--- config.mk ---
export PLATFORM = sky130hd
export DESIGN_NAME = busy_idle_utilization_monitor_unit
export DESIGN_NICKNAME = d
export VERILOG_FILES = /design/src/buim_pkg.sv /design/src/buim_div.sv /design/src/busy_idle_utilization_monitor_unit.sv
export SDC_FILE = /design/constraint.sdc
export NUM_CORES = 2
export LEC_CHECK = 0
export ABC_CLOCK_PERIOD_IN_PS = 18050
export BUFFER_PORTS_ARGS = -buffer_cell sky130_fd_sc_hd__buf_2
export CAP_MARGIN = 15
export CORE_ASPECT_RATIO = 1.2
export CORE_MARGIN = 4
export CORE_UTILIZATION = 45
export DETAILED_ROUTE_END_ITERATION = 10
export GPL_TIMING_DRIVEN = 0
export SLEW_MARGIN = 20
export SYNTH_ARGS = -nofsm -noshare
export SYNTH_HDL_FRONTEND = slang
export SYNTH_SLANG_ARGS = --single-unit
export TNS_END_PERCENT = 10
--- constraint.sdc ---
create_clock -name clk -period 18.05 [get_ports clk]
set_clock_uncertainty 0.2 [all_clocks]
set_input_delay 0.9025 -clock clk [delete_from_list [all_inputs] [get_ports clk]]
set_output_delay 0.9025 -clock clk [all_outputs]
set_load 0.05 [all_outputs]
--- src/buim_pkg.sv ---
// Package for the busy/idle utilization monitor.
// Holds field widths, register indexes, fixed constants and the divider
// request/result types; used by buim_div and the top level.
package buim_pkg;

  // Field widths
  localparam int TS_W   = 64;   // time stamps and accumulators
  localparam int PER_W  = 40;   // log period register
  localparam int BP_W   = 14;   // usage in basis points
  localparam int CNT_W  = 6;    // counts the 64 bit positions of a serial pass
  localparam int OUT_W  = 208;  // result beat, padded to whole bytes
  localparam int DATA_W = 64;   // configuration data bus

  // Usage full scale and reset window length
  localparam logic [BP_W-1:0]  USAGE_SCALE = 14'd10000;
  localparam logic [PER_W-1:0] PER_RESET   = 40'd60000000;

  // Register indexes (decoded from address bit 3)
  localparam logic REG_REVERSE = 1'b0;
  localparam logic REG_PERIOD  = 1'b1;

  // Event kinds
  localparam logic OP_START = 1'b0;
  localparam logic OP_STOP  = 1'b1;

  // Request to the serial divider: 78-bit dividend split in high and low
  typedef struct packed {
    logic              start;
    logic [BP_W-1:0]   hi;
    logic [TS_W-1:0]   lo;
    logic [TS_W-1:0]   dvs;
  } div_req_t;

  // Result of the serial divider, rounded to nearest
  typedef struct packed {
    logic            done;
    logic [BP_W-1:0] quo;
  } div_res_t;

endpackage

--- src/buim_div.sv ---
// Radix-2 serial divider for the usage figure: one quotient bit per cycle.
// Takes a dividend whose high part is below the divisor; rounds to nearest.
// Depends on buim_pkg.
module buim_div (
  input  logic              clk,
  input  logic              rst_n,
  input  buim_pkg::div_req_t req,
  output buim_pkg::div_res_t res
);

  localparam logic [1:0] DV_IDLE = 2'd0;
  localparam logic [1:0] DV_RUN  = 2'd1;
  localparam logic [1:0] DV_RND  = 2'd2;

  logic [1:0]                     dstate_r;
  logic [buim_pkg::CNT_W-1:0]     cnt_r;
  logic [buim_pkg::TS_W-1:0]      rem_r;
  logic [buim_pkg::TS_W-1:0]      lo_r;
  logic [buim_pkg::TS_W-1:0]      dvs_r;
  logic [buim_pkg::BP_W-1:0]      quo_r;
  logic [buim_pkg::BP_W-1:0]      quo_out_r;
  logic                           done_r;

  logic [buim_pkg::TS_W:0]        rem_sh;
  logic [buim_pkg::TS_W+1:0]      diff;
  logic                           ge;
  logic                           rnd_up;

  // Shift in the next dividend bit and try the subtraction
  always_comb begin
    rem_sh = {rem_r, lo_r[buim_pkg::TS_W-1]};
    diff   = {1'b0, rem_sh} - {2'b00, dvs_r};
    ge     = ~diff[buim_pkg::TS_W+1];
    rnd_up = ({rem_r, 1'b0} >= {1'b0, dvs_r});
  end

  always_ff @(posedge clk) begin
    if (!rst_n) begin
      dstate_r <= DV_IDLE;
      done_r   <= 1'b0;
    end else begin
      // Flag the result for one cycle after the rounding step
      done_r <= (dstate_r == DV_RND);
      case (dstate_r)
        DV_IDLE: begin
          if (req.start) begin
            rem_r    <= {{(buim_pkg::TS_W-buim_pkg::BP_W){1'b0}}, req.hi};
            lo_r     <= req.lo;
            dvs_r    <= req.dvs;
            quo_r    <= '0;
            cnt_r    <= '0;
            dstate_r <= DV_RUN;
          end
        end
        DV_RUN: begin
          // Quotient stays below 2^14, so bits shifted out the top are zero
          rem_r <= ge ? diff[buim_pkg::TS_W-1:0] : rem_sh[buim_pkg::TS_W-1:0];
          lo_r  <= {lo_r[buim_pkg::TS_W-2:0], 1'b0};
          quo_r <= {quo_r[buim_pkg::BP_W-2:0], ge};
          cnt_r <= cnt_r + 1'b1;
          if (cnt_r == {buim_pkg::CNT_W{1'b1}}) begin
            dstate_r <= DV_RND;
          end
        end
        DV_RND: begin
          // Round half up: remainder at least half the divisor
          quo_out_r <= quo_r + buim_pkg::BP_W'(rnd_up);
          dstate_r  <= DV_IDLE;
        end
        default: dstate_r <= DV_IDLE;
      endcase
    end
  end

  assign res.done = done_r;
  assign res.quo  = quo_out_r;

endmodule

--- src/busy_idle_utilization_monitor_unit.sv ---
// Busy/idle utilization monitor: bit-serial event arithmetic, serial divider.
// Every event runs one serial pass (LSB first) and then an evaluate step; a new
// event is accepted only in idle. A stop that closes a window with a nonzero
// total runs the serial divider (skipped when the share is at full scale) and
// then loads the output register once it is free.
// Synchronous active-low reset clears the registers, time stamps, accumulators
// and output valid; the log period resets to 60000000 us.
module busy_idle_utilization_monitor_unit (
  input  logic         clk,
  input  logic         rst_n,
  // Input beats
  input  logic         in_tvalid,
  output logic         in_tready,
  input  logic [63:0]  in_tdata,   // [63:0] time_us
  input  logic [0:0]   in_tuser,   // [0] op_code
  // Result beats
  output logic         out_tvalid,
  input  logic         out_tready,
  output logic [207:0] out_tdata,  // [63:0] window_total_us, [127:64] busy_us,
                                   // [191:128] idle_us, [205:192] usage_basis_points
  // Configuration (address bits below bit 3 are not decoded)
  input  logic         cfg_psel,
  input  logic         cfg_penable,
  input  logic         cfg_pwrite,
  input  logic [3:0]   cfg_paddr,
  input  logic [63:0]  cfg_pwdata,
  output logic [63:0]  cfg_prdata,
  output logic         cfg_pready
);

  localparam int TW = buim_pkg::TS_W;
  localparam int PW = buim_pkg::PER_W;
  localparam int BW = buim_pkg::BP_W;

  localparam logic [2:0] ST_IDLE = 3'd0;
  localparam logic [2:0] ST_PASS = 3'd1;
  localparam logic [2:0] ST_EVAL = 3'd2;
  localparam logic [2:0] ST_DIV  = 3'd3;
  localparam logic [2:0] ST_FIN  = 3'd4;

  logic [2:0]                 state_r;
  logic [buim_pkg::CNT_W-1:0] cnt_r;

  // Configuration
  logic          reverse_r;
  logic [PW-1:0] period_r;

  // Architectural state, rotated one bit a cycle during a pass
  logic [TW-1:0] start_r, stop_r, win_r, busy_r, idle_r;
  logic          start_nz_r, stop_nz_r, win_nz_r;

  // Event operands and pass working registers
  logic [TW-1:0] t_r, tot_r;
  logic [PW-1:0] per_r;
  logic          op_r, t_nz_r, base_nz_r;
  logic          c_sub_r, c_acc_r, c_tot_r, c_win_r, lt_r, tot_nz_r;

  // Result holding and output register
  logic [TW-1:0]  res_tot_r, res_busy_r, res_idle_r;
  logic [BW-1:0]  usage_r;
  logic [207:0]   out_data_r;
  logic           out_tvalid_r;

  // Serial datapath bits
  logic tb, bb, ab, ob, db, bor_nxt, eb, sb, c_acc_nxt, xb, c_tot_nxt;
  logic wb, c_win_nxt, lt_nxt;

  logic                       cfg_wr;
  logic [TW-1:0]              share;
  logic                       share_ge;
  logic [TW+BW-1:0]           prod;
  logic                       closing;
  buim_pkg::div_req_t         div_req;
  buim_pkg::div_res_t         div_res;

  // One bit of each serial adder: elapsed time, accumulator, total, window end
  always_comb begin
    tb = t_r[0];
    bb = (op_r == buim_pkg::OP_STOP) ? start_r[0] : stop_r[0];
    ab = (op_r == buim_pkg::OP_STOP) ? busy_r[0] : idle_r[0];
    ob = (op_r == buim_pkg::OP_STOP) ? idle_r[0] : busy_r[0];
    db        = tb ^ bb ^ c_sub_r;
    bor_nxt   = (~tb & bb) | (~(tb ^ bb) & c_sub_r);
    eb        = db & base_nz_r;
    sb        = ab ^ eb ^ c_acc_r;
    c_acc_nxt = (ab & eb) | (ab & c_acc_r) | (eb & c_acc_r);
    xb        = sb ^ ob ^ c_tot_r;
    c_tot_nxt = (sb & ob) | (sb & c_tot_r) | (ob & c_tot_r);
    wb        = win_r[0] ^ per_r[0] ^ c_win_r;
    c_win_nxt = (win_r[0] & per_r[0]) | (win_r[0] & c_win_r) | (per_r[0] & c_win_r);
    // LSB-first compare: the highest differing bit decides window end < time
    lt_nxt    = (wb != tb) ? tb : lt_r;
  end

  // Share, saturation test and scaled dividend for a closing window
  always_comb begin
    share    = reverse_r ? idle_r : busy_r;
    share_ge = (share >= tot_r);
    prod     = {{BW{1'b0}}, share} * {{TW{1'b0}}, buim_pkg::USAGE_SCALE};
    closing  = (state_r == ST_EVAL) && (op_r == buim_pkg::OP_STOP) && lt_r;
  end

  assign div_req.start = closing && tot_nz_r && !share_ge;
  assign div_req.hi    = prod[TW+BW-1:TW];
  assign div_req.lo    = prod[TW-1:0];
  assign div_req.dvs   = tot_r;

  buim_div u_div (
    .clk   (clk),
    .rst_n (rst_n),
    .req   (div_req),
    .res   (div_res)
  );

  assign cfg_wr     = cfg_psel && cfg_penable && cfg_pwrite && cfg_pready;
  assign cfg_pready = 1'b1;
  assign cfg_prdata = (cfg_paddr[3] == buim_pkg::REG_PERIOD) ?
                      {{(buim_pkg::DATA_W-PW){1'b0}}, period_r} :
                      {{(buim_pkg::DATA_W-1){1'b0}}, reverse_r};

  assign in_tready  = (state_r == ST_IDLE);
  assign out_tvalid = out_tvalid_r;
  assign out_tdata  = out_data_r;

  always_ff @(posedge clk) begin
    if (!rst_n) begin
      state_r      <= ST_IDLE;
      reverse_r    <= 1'b0;
      period_r     <= buim_pkg::PER_RESET;
      start_r      <= '0;
      stop_r       <= '0;
      win_r        <= '0;
      busy_r       <= '0;
      idle_r       <= '0;
      start_nz_r   <= 1'b0;
      stop_nz_r    <= 1'b0;
      win_nz_r     <= 1'b0;
      out_tvalid_r <= 1'b0;
    end else begin
      // Write configuration registers
      if (cfg_wr) begin
        if (cfg_paddr[3] == buim_pkg::REG_PERIOD) begin
          period_r <= cfg_pwdata[PW-1:0];
        end else begin
          reverse_r <= cfg_pwdata[0];
        end
      end

      // Drop the result once its beat is taken, unless a new one follows
      if (out_tvalid_r && out_tready && (state_r != ST_FIN)) begin
        out_tvalid_r <= 1'b0;
      end

      case (state_r)
        ST_IDLE: begin
          if (in_tvalid) begin
            t_r       <= in_tdata;
            op_r      <= in_tuser[0];
            t_nz_r    <= |in_tdata;
            per_r     <= period_r;
            base_nz_r <= (in_tuser[0] == buim_pkg::OP_STOP) ? start_nz_r : stop_nz_r;
            c_sub_r   <= 1'b0;
            c_acc_r   <= 1'b0;
            c_tot_r   <= 1'b0;
            c_win_r   <= 1'b0;
            lt_r      <= 1'b0;
            tot_nz_r  <= 1'b0;
            cnt_r     <= '0;
            // Record the event time; the pass reads only the other stamp
            if (in_tuser[0] == buim_pkg::OP_STOP) begin
              stop_r    <= in_tdata;
              stop_nz_r <= |in_tdata;
            end else begin
              start_r    <= in_tdata;
              start_nz_r <= |in_tdata;
            end
            state_r <= ST_PASS;
          end
        end

        ST_PASS: begin
          // Advance every serial register by one bit
          t_r     <= {tb, t_r[TW-1:1]};
          start_r <= {start_r[0], start_r[TW-1:1]};
          stop_r  <= {stop_r[0], stop_r[TW-1:1]};
          win_r   <= {win_r[0], win_r[TW-1:1]};
          per_r   <= {1'b0, per_r[PW-1:1]};
          tot_r   <= {xb, tot_r[TW-1:1]};
          if (op_r == buim_pkg::OP_STOP) begin
            busy_r <= {sb, busy_r[TW-1:1]};
            idle_r <= {idle_r[0], idle_r[TW-1:1]};
          end else begin
            busy_r <= {busy_r[0], busy_r[TW-1:1]};
            idle_r <= {sb, idle_r[TW-1:1]};
          end
          c_sub_r  <= bor_nxt;
          c_acc_r  <= c_acc_nxt;
          c_tot_r  <= c_tot_nxt;
          c_win_r  <= c_win_nxt;
          lt_r     <= lt_nxt;
          tot_nz_r <= tot_nz_r | xb;
          cnt_r    <= cnt_r + 1'b1;
          if (cnt_r == {buim_pkg::CNT_W{1'b1}}) begin
            state_r <= ST_EVAL;
          end
        end

        ST_EVAL: begin
          if (op_r == buim_pkg::OP_START) begin
            // Open a window if none is open
            if (!win_nz_r) begin
              win_r    <= t_r;
              win_nz_r <= t_nz_r;
            end
            state_r <= ST_IDLE;
          end else if (lt_r) begin
            // Close the window: hold the figures, restart at this stop
            res_tot_r  <= tot_r;
            res_busy_r <= busy_r;
            res_idle_r <= idle_r;
            win_r      <= t_r;
            win_nz_r   <= t_nz_r;
            busy_r     <= '0;
            idle_r     <= '0;
            if (!tot_nz_r) begin
              state_r <= ST_IDLE;
            end else if (share_ge) begin
              usage_r <= buim_pkg::USAGE_SCALE;
              state_r <= ST_FIN;
            end else begin
              state_r <= ST_DIV;
            end
          end else begin
            state_r <= ST_IDLE;
          end
        end

        ST_DIV: begin
          if (div_res.done) begin
            usage_r <= div_res.quo;
            state_r <= ST_FIN;
          end
        end

        ST_FIN: begin
          // Load the output register once it is free
          if (!out_tvalid_r || out_tready) begin
            out_data_r   <= {2'b00, usage_r, res_idle_r, res_busy_r, res_tot_r};
            out_tvalid_r <= 1'b1;
            state_r      <= ST_IDLE;
          end
        end

        default: state_r <= ST_IDLE;
      endcase
    end
  end

  // Divider reports only while the top waits for it
  a_div_done_in_div: assert property (@(posedge clk) disable iff (!rst_n)
    div_res.done |-> state_r == ST_DIV)
    else $error("divider result outside divide state");

  // A pass ends only after all 64 bit positions
  a_pass_length: assert property (@(posedge clk) disable iff (!rst_n)
    (state_r == ST_EVAL) |-> $past(cnt_r) == {buim_pkg::CNT_W{1'b1}})
    else $error("serial pass ended early");

  // A closing stop leaves both accumulators cleared
  a_close_clears: assert property (@(posedge clk) disable iff (!rst_n)
    closing |=> (busy_r == '0) && (idle_r == '0))
    else $error("accumulators not cleared on window close");

  // Usage never exceeds full scale
  a_usage_range: assert property (@(posedge clk) disable iff (!rst_n)
    out_tvalid_r |-> out_data_r[205:192] <= buim_pkg::USAGE_SCALE)
    else $error("usage above full scale");

endmodule
# == After elaboration in Yosys (flattened, before gate mapping) ==
# Cells that the tools add are included.
# classes
n_addsub,4
n_mul,1
order_cmp,2
n_eq_ne,26
n_mux,69
bitwise_logic,33
n_reduce_logical,39
# op_table
op,count
$mux W64,16
$pmux W64 S2,8
$mux W14,6
$mux W40,2
$pmux W40 S2,1
$mul A64 B10 Y74 const B,1
$sub A65 B64 Y66,1
$ge A65 B64 Y1,1
$ge A64 B64 Y1,1
$reduce_or A64 Y1,1
$pmux W14 S2,2
$reduce_and A3 Y1,11
$mux W3,8
$pmux W6 S2,2
$ne A2 B2 Y1 const B,10
$pmux W3 S5,1
$add A14 B1 Y14,1
$add A6 B1 Y6 const B,2
$and A1 B1 Y1,12
$eq A6 B6 Y1 const B,2
$mux W1,12
$mux W6,2
$pmux W1 S2,6
$reduce_and A2 Y1,6
21 further kinds,59
# totals
register_bits,1192
out_inout_bits,275
wordCells,212

# == Depth between registers and ports, before layout ==
# depth
ltp_word,10
depth_mapped,24
mapped_depth_nobuf,20

# == By module ==
# From an unflattened synthesis, not the netlist that was laid out.
# unflattened
cells_unflattened,5330
area_unflattened_um2,60087.6
# by_module_without_submodules
mod,n_inst,cells_each,area_each_um2
busy_idle_utilization_monitor_unit,1,3976,46885.0
buim_div,1,1354,13202.7

# == Worst setup path after synthesis ==
# OpenSTA, ideal clock, no wires.
# synth_path
kind,input to register
start,input port rst_n
end,register out_data_r[0] (netlist: out_tdata[0]) (enable)
setup_ns,1.067
arrival_ns,16.411
slack_ns,0.372
cell_stages,4
path_cell_list,clkbuf_1 -> inv_2 -> clkbuf_1 -> nor3b_1
# synth_via
elab_chain_len,1
# synth_rtl
item,line_no,text
start: declaration,busy_idle_utilization_monitor_unit.sv:10,"input logic rst_n,"
$reduce_and A3 Y1 (no source line),n/a,
end signal: assignment,busy_idle_utilization_monitor_unit.sv:248,"out_data_r <= {2'b00, usage_r, res_idle_r, res_busy_r, res_tot_r};"
end: declaration,busy_idle_utilization_monitor_unit.sv:61,logic [207:0] out_data_r;
# Every way passes these cells.
# A chain may end at the register's enable or synchronous reset.

# == Final worst setup path ==
# layout_path
start,register reverse_r
end,"register u_div.rem_r[13] (netlist name), data pin"
# layout_via
elab_chain_len,4
# layout_rtl
item,line_no,text
start: declaration,busy_idle_utilization_monitor_unit.sv:45,logic reverse_r;
start signal: assignment,busy_idle_utilization_monitor_unit.sv:145,reverse_r <= cfg_pwdata[0];
$mux W64,busy_idle_utilization_monitor_unit.sv:97,share = reverse_r ? idle_r : busy_r;
$mul A64 B10 Y74,busy_idle_utilization_monitor_unit.sv:99,"prod = {{BW{1'b0}}, share} * {{TW{1'b0}}, buim_pkg::USAGE_SCALE};"
$mux W64,buim_div.sv:46,if (req.start) begin
$pmux W64 S2,buim_div.sv:44,case (dstate_r)
end signal: assignment,buim_div.sv:47,"rem_r <= {{(buim_pkg::TS_W-buim_pkg::BP_W){1'b0}}, req.hi};"
end signal: assignment,buim_div.sv:57,rem_r <= ge ? diff[buim_pkg::TS_W-1:0] : rem_sh[buim_pkg::TS_W-1:0];
end: declaration,buim_div.sv:17,logic [buim_pkg::TS_W-1:0] rem_r;
# Every way passes these cells. The select of a mux whose other input is x is not followed.

==> results.cfg <==
[run_status]
outcome = finished, final reports clean

[cells_and_area]
area_growth_pct = 14.9
final-seq-area_sq_mm = 0.0320
fin_util = 0.522
fillers = 11800
drive_gt1_frac = 0.118
nets = 6566
finalNonFillerCells = 7691
antenna_cells = 0
multiInputGateArea_sq_mm = 0.0243
largest_register_ffs = 206
design_area_sq_mm = 0.0682

[floorplanning]
core_sq_mm = 0.131
die_x_um = 340
pin_count = 415
die_h_um = 406
dieArea_sq_mm = 0.138
start_util = 0.455
placementRows = 145

[critical_path]
cp_data_arrival_time_ps = 9000
start_kind = flip-flop
max_stage_delay_ps = 930
slowest_stage = mux2i_1
crit_chain = clkbuf_1 > clkbuf_1 > buf_1 > mux2i_1 > fa_1 > inv_1 > ha_1 > fa_1 > ha_1 > inv_1 > fa_1 > inv_1 > ha_1 > a21oi_1 > o21ai_0 > a31oi_1 > o221ai_1 > a41oi_1 > o21ai_1 > a211oi_1 > a21oi_1 > xnor2_1 > a21oi_1
crit_path_max_fanout = 10
endpoint_kind = flip-flop
path_depth = 23
path_delay_family = adder cells
reg2reg_depth = 23
critPathKind = reg2reg
cp.required_ps = 18320
path_buf_inv = 6

[routing]
drt-initial-drc-count = 2802
finalWirelength_um = 157000
dr.pass1.iters = 6
vias = 41400
via_per_inst = 5.39
avgRoutedWirePerCell_um = 20.4
remaining_drc_errors = 0
antenna_left = 0

[timing]
fin_crit_ps = 8730
max_freq_mhz = 115
hold_viol = 0
fin_ws_ps = 9320
fin_tns_setup_ps = 0
maxSlewHeadroom = 0.205
worst_slew_pin_slew_ps = 1190
finalCritPeriodShare = 0.484
hold_slack_ps = 159
rsz0062_at_grt = no
final-setup-viol-count = 0
drv_slew = 0

[logic_synthesis]
synth-main-ff-cell = edfxtp_1
yosys-top-cells-count = 817 x edfxtp_1, 688 x nand2_1, 563 x inv_1
avgSynthCellArea_sq_um = 11.1
synthTopCellsByArea = edfxtp_1 41%, dfxtp_1 13%, ha_1 7.3%, fa_1 6.2%, nand2_1 4.3%
synth_most_common_cell = edfxtp_1
synth_top_area_frac = 0.413
synth_warnings = 0
seq_area_frac_synth = 0.538
synthCells = 5342
async_flop_share = 0
ys_ff_latch = 1188
synth_cell_types = 86
netlist.top_cell.by_area = edfxtp_1
synth_area_sq_mm = 0.0594
synth_edf_count = 817

[clock_tree]
htree_levels = 3
cts_root_buf = clkbuf_16
cts.repair.resized = 0
cts_buffers = 117
cts_buffer_depth = 3
clk_pin_slew_ps = 70
clock_latency_ps = 760
cts_hold_buf = 0
clock-sinks = 1188
cts_tree = built
cts_setup_buffers = 0

[placed_design]
gp_congestion = 0.907
pre_cts_ws_ps = 9190
dp_hpwl_um = 123000
dp_cells = 7467
place_area_sq_mm = 0.0641
portBuffers = 358

[global_routing]
grt_pass1_wl_um = 244000
gr-usage-all-layers = 0.227
grt_max_degree = 52
grt_pass1_vias = 42100
antenna_found_initial = 2
grt_remaining_overflow = 0

[flow_run]
drv_cap = 0

[pwr]
power_density_mw_per_mm2 = 86.7
vdd_drop_max_mv = 0.0736
p_leak_nw = 29.3
p_total_mw = 5.92

[hold_path]
hp-class = in2reg
hold_path_depth = 3
[metal layers]
metal  GRT usage  vias to the layer above  wire (um)
li1            -                    19800          -
met1       0.290                    20300      66100
met2       0.397                     1064      77700
met3      0.0305                      229       7940
met4      0.0805                        0       5370
met5           0                        -          0
[report_power, final]
group | internal (mW) | switching (mW) | leakage (nW) | total, mW
Combinational | 0.105 | 0.239 | 16.6 | 0.344
Clock | 1.44 | 1.11 | 1.97 | 2.55
Sequential | 2.98 | 0.0471 | 10.7 | 3.03
[area by class of cell]
class	count	share of cell area
clock inverters	68	0.0120
repair buffers	410	0.0361
multi-input cells	3336	0.356
flip-flops and latches	1188	0.468
well taps	1690	0.0310
clock buffers	156	0.0479
plain buffers	277	0.0173
inverters	566	0.0311
[kinds of logic (layout without fill, tap and decap cells)]
logic type,count (synthesis),after routing,share of synthesized area
compound gates,1159,1159,0.127
xor+xnor,140,140,0.0206
fa+ha+maj,530,530,0.135
buf+inv,843,1477,0.0556
flops,1188,1188,0.538
mux,151,151,0.0256
other cells,2,27,0.000126
simple gates,1329,1329,0.0981
[layout by cell type, fill, tap and decap left out, types with 82 or more instances in the layout]
cell         n
ha_1       346
edfxtp_1   817
nand2_1    688
clkbuf_1   241
a211oi_1    93
a31oi_1     89
a21o_1      89
o21ai_0    158
mux2i_1    139
nor2_1     285
a22o_1     126
fa_1       184
buf_2      385
clkbuf_16  120
a21oi_1    352
inv_1      563
and2_1      82
dfxtp_1    371
[path summary, 6_finish.rpt]
path,start,end,slack [ps]
setup reg to reg,reverse_r,u_div.rem_r[13],9320
setup / recovery,reverse_r,u_div.rem_r[13],9320
hold reg to reg,res_tot_r[22],out_tdata[22],200
hold / removal,cfg_pwdata[16],period_r[16],160
[tightest hold or removal path: stages]
cell	delay (ps)
buf_2	80
nand2_1	40
nand3_1	60
Note: power is estimated with default switching activity, not from simulation.
